==> src/sv/pid_position_incremental_top_macros.svh <==
// ----------------------------------------------------------------------------
// pid position/incremental assertion macros
// shared concurrent assertion forms, sampled on clk and disabled in reset
// ----------------------------------------------------------------------------
`ifndef PID_POSITION_INCREMENTAL_TOP_MACROS_SVH
`define PID_POSITION_INCREMENTAL_TOP_MACROS_SVH

// consequent checked in the same cycle as the antecedent
`define PPI_ASSERT_NOW(label, ante, cons) \
  label: assert property (@(posedge clk) disable iff (!rst_n) (ante) |-> (cons)) \
    else $error("ppi: same-cycle check failed");

// consequent checked in the cycle after the antecedent
`define PPI_ASSERT_NEXT(label, ante, cons) \
  label: assert property (@(posedge clk) disable iff (!rst_n) (ante) |=> (cons)) \
    else $error("ppi: next-cycle check failed");

`endif

==> src/sv/ppi_pkg.sv <==
// ----------------------------------------------------------------------------
// ppi_pkg
// types and constants shared by the pid controller top level and datapath
// ----------------------------------------------------------------------------
package ppi_pkg;

  typedef enum logic {
    MODE_POSITIONAL  = 1'b0,
    MODE_INCREMENTAL = 1'b1
  } mode_t;

  typedef enum logic {
    CMD_STEP  = 1'b0,
    CMD_CLEAR = 1'b1
  } cmd_t;

  localparam int CFG_INDEX_W = 3;
  localparam int CFG_DATA_W  = 16;

  localparam logic [CFG_INDEX_W-1:0] REG_MODE      = 3'd0;
  localparam logic [CFG_INDEX_W-1:0] REG_KP        = 3'd1;
  localparam logic [CFG_INDEX_W-1:0] REG_KI        = 3'd2;
  localparam logic [CFG_INDEX_W-1:0] REG_KD        = 3'd3;
  localparam logic [CFG_INDEX_W-1:0] REG_PD_LIMIT  = 3'd4;
  localparam logic [CFG_INDEX_W-1:0] REG_I_LIMIT   = 3'd5;
  localparam logic [CFG_INDEX_W-1:0] REG_OUT_LIMIT = 3'd6;
  localparam logic [CFG_INDEX_W-1:0] REG_DEAD_BAND = 3'd7;

  localparam logic [14:0] LIMIT_RESET = 15'h7fff;

  typedef struct packed {
    mode_t              mode;
    logic signed [15:0] kp;
    logic signed [15:0] ki;
    logic signed [15:0] kd;
    logic        [14:0] pd_limit;
    logic        [14:0] i_limit;
    logic        [14:0] out_limit;
    logic        [15:0] dead_band;
  } ppi_cfg_t;

endpackage

==> src/sv/ppi_datapath.sv <==
// ----------------------------------------------------------------------------
// ppi_datapath
// one control step: error, gain products, clamps and next controller state
// ----------------------------------------------------------------------------
module ppi_datapath
  import ppi_pkg::*;
#(
  parameter int SAMPLE_WIDTH   = 16,
  parameter int GAIN_FRAC_BITS = 8
) (
  input  ppi_cfg_t                  cfg,
  input  cmd_t                      cmd,
  input  logic signed [SAMPLE_WIDTH-1:0] target,
  input  logic signed [SAMPLE_WIDTH-1:0] measured,
  input  logic signed [SAMPLE_WIDTH:0]   prev_err,
  input  logic signed [SAMPLE_WIDTH:0]   pprev_err,
  input  logic signed [15:0]             integ,
  input  logic signed [15:0]             held,
  output logic signed [SAMPLE_WIDTH:0]   prev_err_nxt,
  output logic signed [SAMPLE_WIDTH:0]   pprev_err_nxt,
  output logic signed [15:0]             integ_nxt,
  output logic signed [15:0]             held_nxt
);

  localparam int EW = SAMPLE_WIDTH + 1;   // error
  localparam int OW = SAMPLE_WIDTH + 3;   // widest operand (second difference)
  localparam int PW = OW + 16;            // gain product
  localparam int CW = PW + 1;             // clamp input, room for integral sum
  localparam int AW = (EW > 16) ? EW : 16;

  function automatic logic signed [15:0] clamp_sym(input logic signed [CW-1:0] v,
                                                   input logic [14:0] lim);
    logic signed [CW-1:0] lim_s;
    logic signed [15:0]   res;
    lim_s = signed'(CW'(lim));
    if (v > lim_s)       res = signed'({1'b0, lim});
    else if (v < -lim_s) res = -signed'({1'b0, lim});
    else                 res = v[15:0];
    return res;
  endfunction

  logic signed [EW-1:0] err;
  logic signed [OW-1:0] diff1, diff2, p_op, d_op;
  logic signed [PW-1:0] prod_p, prod_i, prod_d;
  logic signed [PW-1:0] sh_p, sh_i, sh_d;
  logic signed [CW-1:0] i_in;
  logic signed [15:0]   p_term, i_term, d_term, out_val;
  logic signed [17:0]   sum3, inc, upd;
  logic        [EW-1:0] abs_err;
  logic                 in_dead;

  assign err   = EW'(target) - EW'(measured);
  assign diff1 = OW'(err) - OW'(prev_err);
  assign diff2 = OW'(err) - (OW'(prev_err) <<< 1) + OW'(pprev_err);

  // positional uses e and e-prev, incremental uses the first and second differences
  assign p_op = (cfg.mode == MODE_POSITIONAL) ? OW'(err) : diff1;
  assign d_op = (cfg.mode == MODE_POSITIONAL) ? diff1 : diff2;

  assign prod_p = PW'(cfg.kp) * PW'(p_op);
  assign prod_i = PW'(cfg.ki) * PW'(err);
  assign prod_d = PW'(cfg.kd) * PW'(d_op);

  assign sh_p = prod_p >>> GAIN_FRAC_BITS;
  assign sh_i = prod_i >>> GAIN_FRAC_BITS;
  assign sh_d = prod_d >>> GAIN_FRAC_BITS;

  assign i_in = (cfg.mode == MODE_POSITIONAL) ? CW'(integ) + CW'(sh_i) : CW'(sh_i);

  assign p_term = clamp_sym(CW'(sh_p), cfg.pd_limit);
  assign i_term = clamp_sym(i_in, cfg.i_limit);
  assign d_term = clamp_sym(CW'(sh_d), cfg.pd_limit);

  assign sum3 = 18'(p_term) + 18'(i_term) + 18'(d_term);

  // most negative error wraps to the right unsigned magnitude
  assign abs_err = err[EW-1] ? EW'(-err) : EW'(err);
  assign in_dead = AW'(abs_err) < AW'(cfg.dead_band);

  assign inc = in_dead ? 18'sd0 : sum3;
  assign upd = (cfg.mode == MODE_POSITIONAL) ? sum3 : 18'(held) + inc;

  assign out_val = clamp_sym(CW'(upd), cfg.out_limit);

  always_comb begin
    prev_err_nxt  = prev_err;
    pprev_err_nxt = pprev_err;
    integ_nxt     = integ;
    held_nxt      = held;
    unique case (cmd)
      CMD_CLEAR: begin
        prev_err_nxt  = '0;
        pprev_err_nxt = '0;
        integ_nxt     = '0;
        held_nxt      = '0;
      end
      CMD_STEP: begin
        prev_err_nxt = err;
        integ_nxt    = i_term;
        held_nxt     = out_val;
        if (cfg.mode == MODE_INCREMENTAL) begin
          pprev_err_nxt = prev_err;
        end
      end
      default: begin
      end
    endcase
  end

endmodule

==> src/sv/pid_position_incremental_top.sv <==
// ----------------------------------------------------------------------------
// pid_position_incremental_top
// pid controller, positional or incremental form, on stream channels
// ----------------------------------------------------------------------------
// path: an input transaction enters the input register, then the control step
//   writes the result register and the controller state together
// throughput: one transaction per cycle unless output back-pressure stalls it
// reset: synchronous active low; clears stored state and pipeline valids,
//   loads register defaults (limits 32767, everything else zero)
`include "pid_position_incremental_top_macros.svh"

module pid_position_incremental_top
  import ppi_pkg::*;
#(
  parameter int SAMPLE_WIDTH   = 16,
  parameter int GAIN_FRAC_BITS = 8
) (
  input  logic                                     clk,
  input  logic                                     rst_n,
  input  logic                                     in_tvalid,
  output logic                                     in_tready,
  // fields from bit 0: target, measured, zero padding
  input  logic [((2*SAMPLE_WIDTH+7)/8)*8-1:0]      in_tdata,
  // fields from bit 0: cmd
  input  logic                                     in_tuser,
  output logic                                     out_tvalid,
  input  logic                                     out_tready,
  // fields from bit 0: drive, zero padding
  output logic [((SAMPLE_WIDTH+7)/8)*8-1:0]        out_tdata,
  input  logic                                     cfg_we,
  input  logic [CFG_INDEX_W-1:0]                   cfg_index,
  input  logic [CFG_DATA_W-1:0]                    cfg_wdata
);

  localparam int OUT_DW = ((SAMPLE_WIDTH + 7) / 8) * 8;
  localparam int XW     = (SAMPLE_WIDTH > 16) ? SAMPLE_WIDTH : 16;

  ppi_cfg_t cfg_r, cfg_nxt;

  logic                           s1_valid_r;
  cmd_t                           s1_cmd_r;
  logic signed [SAMPLE_WIDTH-1:0] s1_target_r, s1_measured_r;
  logic                           out_valid_r;
  logic        [SAMPLE_WIDTH-1:0] drive_r;

  logic signed [SAMPLE_WIDTH:0]   prev_err_r, pprev_err_r, prev_err_nxt, pprev_err_nxt;
  logic signed [15:0]             integ_r, held_r, integ_nxt, held_nxt;
  logic signed [XW-1:0]           held_x;

  logic in_fire, s1_fire;

  // configuration registers
  always_comb begin
    cfg_nxt = cfg_r;
    if (cfg_we) begin
      unique case (cfg_index)
        REG_MODE:      cfg_nxt.mode      = mode_t'(cfg_wdata[0]);
        REG_KP:        cfg_nxt.kp        = signed'(cfg_wdata);
        REG_KI:        cfg_nxt.ki        = signed'(cfg_wdata);
        REG_KD:        cfg_nxt.kd        = signed'(cfg_wdata);
        REG_PD_LIMIT:  cfg_nxt.pd_limit  = cfg_wdata[14:0];
        REG_I_LIMIT:   cfg_nxt.i_limit   = cfg_wdata[14:0];
        REG_OUT_LIMIT: cfg_nxt.out_limit = cfg_wdata[14:0];
        REG_DEAD_BAND: cfg_nxt.dead_band = cfg_wdata;
        default: begin
        end
      endcase
    end
  end

  always_ff @(posedge clk) begin
    if (!rst_n) begin
      cfg_r.mode      <= MODE_POSITIONAL;
      cfg_r.kp        <= '0;
      cfg_r.ki        <= '0;
      cfg_r.kd        <= '0;
      cfg_r.pd_limit  <= LIMIT_RESET;
      cfg_r.i_limit   <= LIMIT_RESET;
      cfg_r.out_limit <= LIMIT_RESET;
      cfg_r.dead_band <= '0;
    end else begin
      cfg_r <= cfg_nxt;
    end
  end

  // handshake: stage 1 moves on whenever the result register is free or draining
  assign s1_fire   = s1_valid_r && (!out_valid_r || out_tready);
  assign in_tready = !s1_valid_r || s1_fire;
  assign in_fire   = in_tvalid && in_tready;

  always_ff @(posedge clk) begin
    if (!rst_n) begin
      s1_valid_r  <= 1'b0;
      out_valid_r <= 1'b0;
    end else begin
      if (in_tready) begin
        s1_valid_r <= in_tvalid;
      end
      if (s1_fire) begin
        out_valid_r <= 1'b1;
      end else if (out_tready) begin
        out_valid_r <= 1'b0;
      end
    end
  end

  always_ff @(posedge clk) begin
    if (in_fire) begin
      s1_cmd_r      <= cmd_t'(in_tuser);
      s1_target_r   <= signed'(in_tdata[SAMPLE_WIDTH-1:0]);
      s1_measured_r <= signed'(in_tdata[2*SAMPLE_WIDTH-1:SAMPLE_WIDTH]);
    end
  end

  ppi_datapath #(
    .SAMPLE_WIDTH   (SAMPLE_WIDTH),
    .GAIN_FRAC_BITS (GAIN_FRAC_BITS)
  ) u_datapath (
    .cfg           (cfg_r),
    .cmd           (s1_cmd_r),
    .target        (s1_target_r),
    .measured      (s1_measured_r),
    .prev_err      (prev_err_r),
    .pprev_err     (pprev_err_r),
    .integ         (integ_r),
    .held          (held_r),
    .prev_err_nxt  (prev_err_nxt),
    .pprev_err_nxt (pprev_err_nxt),
    .integ_nxt     (integ_nxt),
    .held_nxt      (held_nxt)
  );

  // drive is the held output, sign extended or truncated to the sample width
  assign held_x = XW'(held_nxt);

  always_ff @(posedge clk) begin
    if (!rst_n) begin
      prev_err_r  <= '0;
      pprev_err_r <= '0;
      integ_r     <= '0;
      held_r      <= '0;
    end else if (s1_fire) begin
      prev_err_r  <= prev_err_nxt;
      pprev_err_r <= pprev_err_nxt;
      integ_r     <= integ_nxt;
      held_r      <= held_nxt;
    end
  end

  always_ff @(posedge clk) begin
    if (s1_fire) begin
      drive_r <= held_x[SAMPLE_WIDTH-1:0];
    end
  end

  assign out_tvalid = out_valid_r;
  assign out_tdata  = OUT_DW'(drive_r);

  logic signed [XW-1:0] held_r_x;
  assign held_r_x = XW'(held_r);

  `PPI_ASSERT_NEXT(a_clear_gives_zero, s1_fire && (s1_cmd_r == CMD_CLEAR), drive_r == '0)
  `PPI_ASSERT_NEXT(a_drive_tracks_held, s1_fire, drive_r == held_r_x[SAMPLE_WIDTH-1:0])
  `PPI_ASSERT_NOW(a_stall_only_when_full, !in_tready, s1_valid_r && out_valid_r)
  `PPI_ASSERT_NEXT(a_positional_keeps_pprev,
                   s1_fire && (s1_cmd_r == CMD_STEP) && (cfg_r.mode == MODE_POSITIONAL),
                   $stable(pprev_err_r))

endmodule

==> config.mk <==
export PLATFORM = sky130hd
export DESIGN_NAME = pid_position_incremental_top
export DESIGN_NICKNAME = d
export VERILOG_FILES = /design/src/sv/ppi_pkg.sv /design/src/sv/ppi_datapath.sv /design/src/sv/pid_position_incremental_top.sv
export VERILOG_INCLUDE_DIRS = /design/src /design/src/sv
export SDC_FILE = /design/constraint.sdc
export NUM_CORES = 2
export LEC_CHECK = 0
export BUFFER_PORTS_ARGS = -buffer_cell sky130_fd_sc_hd__clkbuf_2
export CORE_AREA = 2 2 374 376
export DETAILED_ROUTE_END_ITERATION = 10
export DIE_AREA = 0 0 376 378
export PLACE_DENSITY = 0.56
export SYNTH_ARGS = -nofsm -noshare
export SYNTH_HDL_FRONTEND = slang
export SYNTH_SLANG_ARGS = --single-unit
==> constraint.sdc <==
create_clock -name clk -period 26.1 [get_ports clk]
set_input_delay 3.915 -clock clk [delete_from_list [all_inputs] [get_ports clk]]
set_output_delay 3.915 -clock clk [all_outputs]
set_load 0.02 [all_outputs]
==> results.toml <==
[sta]
layout_setup_ws_ns = 2.65
rsz0062_at_grt = "no"
min_period_ns = 23.45
finalSetupTns_ns = 0
tightest_slew_ns = 1.26
hold_violations = 0
setup_viol = 0
fin_skew_ns = 0.0328
period_share_pct = 89.9
relSlewSlack_pct = 15.7
final_max_slew_viol_count = 0
max_freq_ghz = 0.0426

[worst_setup_path]
required_ns = 26.49
slowest_delay_ns = 0.77
crit_fanout = 37
worstSetupEndpointType = "flip-flop"
cp_common_cell = "o21ai_0"
critPathLaunchType = "flip-flop"
cp.arrival_ns = 23.84
worst-setup-path-type = "reg -> reg"
crit_slowest_cell = "and3_1"

[pwr]
p_per_area_nw_per_um2 = 76.6
p_leak_nw = 28.9
power_mw = 4.47
peakVddDrop_uv = 145

[global_routing]
grt_util_all_layers_pct = 24.3
grt_max_degree = 90
grt_pass1_wl_um = 268000
grt_antenna_before_repair = 6
grt_pass1_vias = 45100
overflow = 0

[place]
numPortBuffers = 74
dp_slack_ns = 2.95
place_congestion = 0.941
hpwlAfterDp_um = 135000

[route]
drt-total-wl_um = 171000
viasPerCell = 5.38
firstDrtPassIters = 6
vias = 44200
drc = 0
post_drt_wl_per_cell_um = 20.8
ant_nets = 0
drt_iter0_drc = 3263

[cts]
cts_setup_buffers = 0
cts_tree = "yes"
htreeDepth = 1
hold_buffers = 0
cts_inserted_buffers = 31
clock_latency_ns = 0.64
ctsResizeCount = 0
clock_sinks = 227
clock_tree.root_cell = "clkbuf_16"
cts.clk_slew.worst_paths_ns = 0.06
clockBufferDepth = 3

[logic_synthesis]
syn_area_um2 = 55000
synth_nets = 7992
seq_area_frac_synth_pct = 9.16
yosysTopAreaCellShare_pct = 32.9
synth_edf_count = 49
syn_area_per_cell_um2 = 8.50
ys_async_sr_fraction_pct = 0
synth_top_area_cell = "fa_1"
synth_cells = 6466
synth_area_leaders = "fa_1 (33%), ha_1 (13%), inv_1 (8.7%)"
ys_ff_latch = 227
ys_warn_count = 0
yosys_most_used_dff = "dfxtp_1"
ys_types = 87

[floorplan]
fp.dieH_um = 378
core.rowCount = 137
io_pins = 75
dieArea_um2 = 142000
core_area_um2 = 139000
start_util_pct = 39.7
die-width_um = 376

[layout]
drive_above_1_share_pct = 4.88
fill_cells = 14000
final_cell_mix = "inv_1 (1277), fa_1 (904), nand2_1 (764), ha_1 (565), and2_1 (349)"
multiInputGateArea_um2 = 44300
nNetsFinal = 7914
area_growth_pct = 6.29
final_util_pct = 42.2
seqCellArea_um2 = 5040
final_common_cell = "inv_1"

[run]
cap_violations = 0

[run_status]
status = "finished, final reports clean"

[min_path]
hold_class = "reg -> reg"
## worst paths after layout
path	from	end	slack [ns]	depth (start not counted)
worst min-delay path	integ_r[7]	integ_r[7]	0.46	2
worst max register to register	s1_measured_r[0]	out_tdata[10]	2.65	83
worst min register to register	integ_r[7]	integ_r[7]	0.46	2
worst max-delay path	s1_measured_r[0]	out_tdata[10]	2.65	83
## synth_stat cells (10+ instances only)
cell,number
dfxtp_1,178
a22oi_1,43
nand4_1,54
nor2_1,259
o21bai_1,18
nand2_1,764
or2_2,26
and3_1,50
nand3_1,62
o31ai_1,18
o21ai_0,177
ha_1,565
o211a_1,10
a21o_1,75
a21boi_0,77
inv_1,1277
mux2i_1,80
a31oi_1,28
o21a_1,57
a211o_1,11
clkbuf_1,243
nand2b_1,48
o211ai_1,80
a2111oi_0,13
or3_1,28
edfxtp_1,49
and2_1,351
and4_1,10
nor2b_1,135
mux2_2,26
xor2_1,44
o2111ai_1,16
a211oi_1,28
buf_1,16
fa_1,904
xnor2_1,161
nor3_1,77
nor4_1,14
a21oi_1,218
## kinds of logic after synthesis
kind of cell             synth area share [%]
buffers and inverters                    10.6
multiplexers                             2.02
AND/OR/NAND/NOR                          17.0
AO/OA/AOI/OAI                            12.2
XOR/XNOR                                 3.27
flip-flops                               9.16
adder cells (fa/ha/maj)                  45.8
## layout make-up
class | instances | share of cell area (%)
well taps | 1807 | 3.87
repair buffers | 156 | 1.69
clock buffers | 46 | 1.60
clock inverters | 12 | 0.188
inverters | 1281 | 8.23
diodes | 5 | 0.0214
multi-input cells | 4691 | 75.8
flip-flops and latches | 227 | 8.62
## layer usage
| layer | share of wire (%) | track usage (%) |
|---|---|---|
| met1 | 45 | 34.5 |
| met2 | 46 | 39.7 |
| met3 | 5.9 | 2.66 |
| met4 | 2.7 | 5.82 |
| met5 | 0 | 0 |
## worst max-delay path, delay by kind of cell (launching register included)
family | cells | cell delay, ns
AO/OA/AOI/OAI | 40 | 9.14
adder cells (fa/ha/maj) | 16 | 6.92
AND/OR/NAND/NOR | 18 | 4.53
XOR/XNOR | 3 | 1.11
buffers and inverters | 4 | 0.65
multiplexers | 2 | 0.47
flip-flops | 1 | 0.37
## state kept, by name, indices dropped and copies added (netlist names)
register,count
cfg_r,110
pprev_err_r,17
prev_err_r,17
held_r,16
integ_r,16
out_tdata,16
s1_measured_r,16
s1_target_r,16
out_tvalid,1
s1_cmd_r,1
s1_valid_r,1
## where the power goes
part	internal (mW)	leakage, nW	total [mW]	switching [mW]
Combinational	1.32	26.5	3.58	2.26
Sequential	0.414	1.92	0.449	0.0348
Clock	0.257	0.502	0.449	0.191
Total	1.99	28.9	4.47	2.48
## through the flow
step | hold slack [ns] | instances | instance area, um2
after floorplan | 0.432 | 6466 | 55000
after global placement | 0.446 | 8162 | 57400
after detailed placement | 0.453 | 8162 | 57400
after CTS | 0.467 | 8220 | 58400
after global routing | 0.479 | 8222 | 58400
final | 0.462 | 8225 | 58400
(Power assumes the default switching activity.)
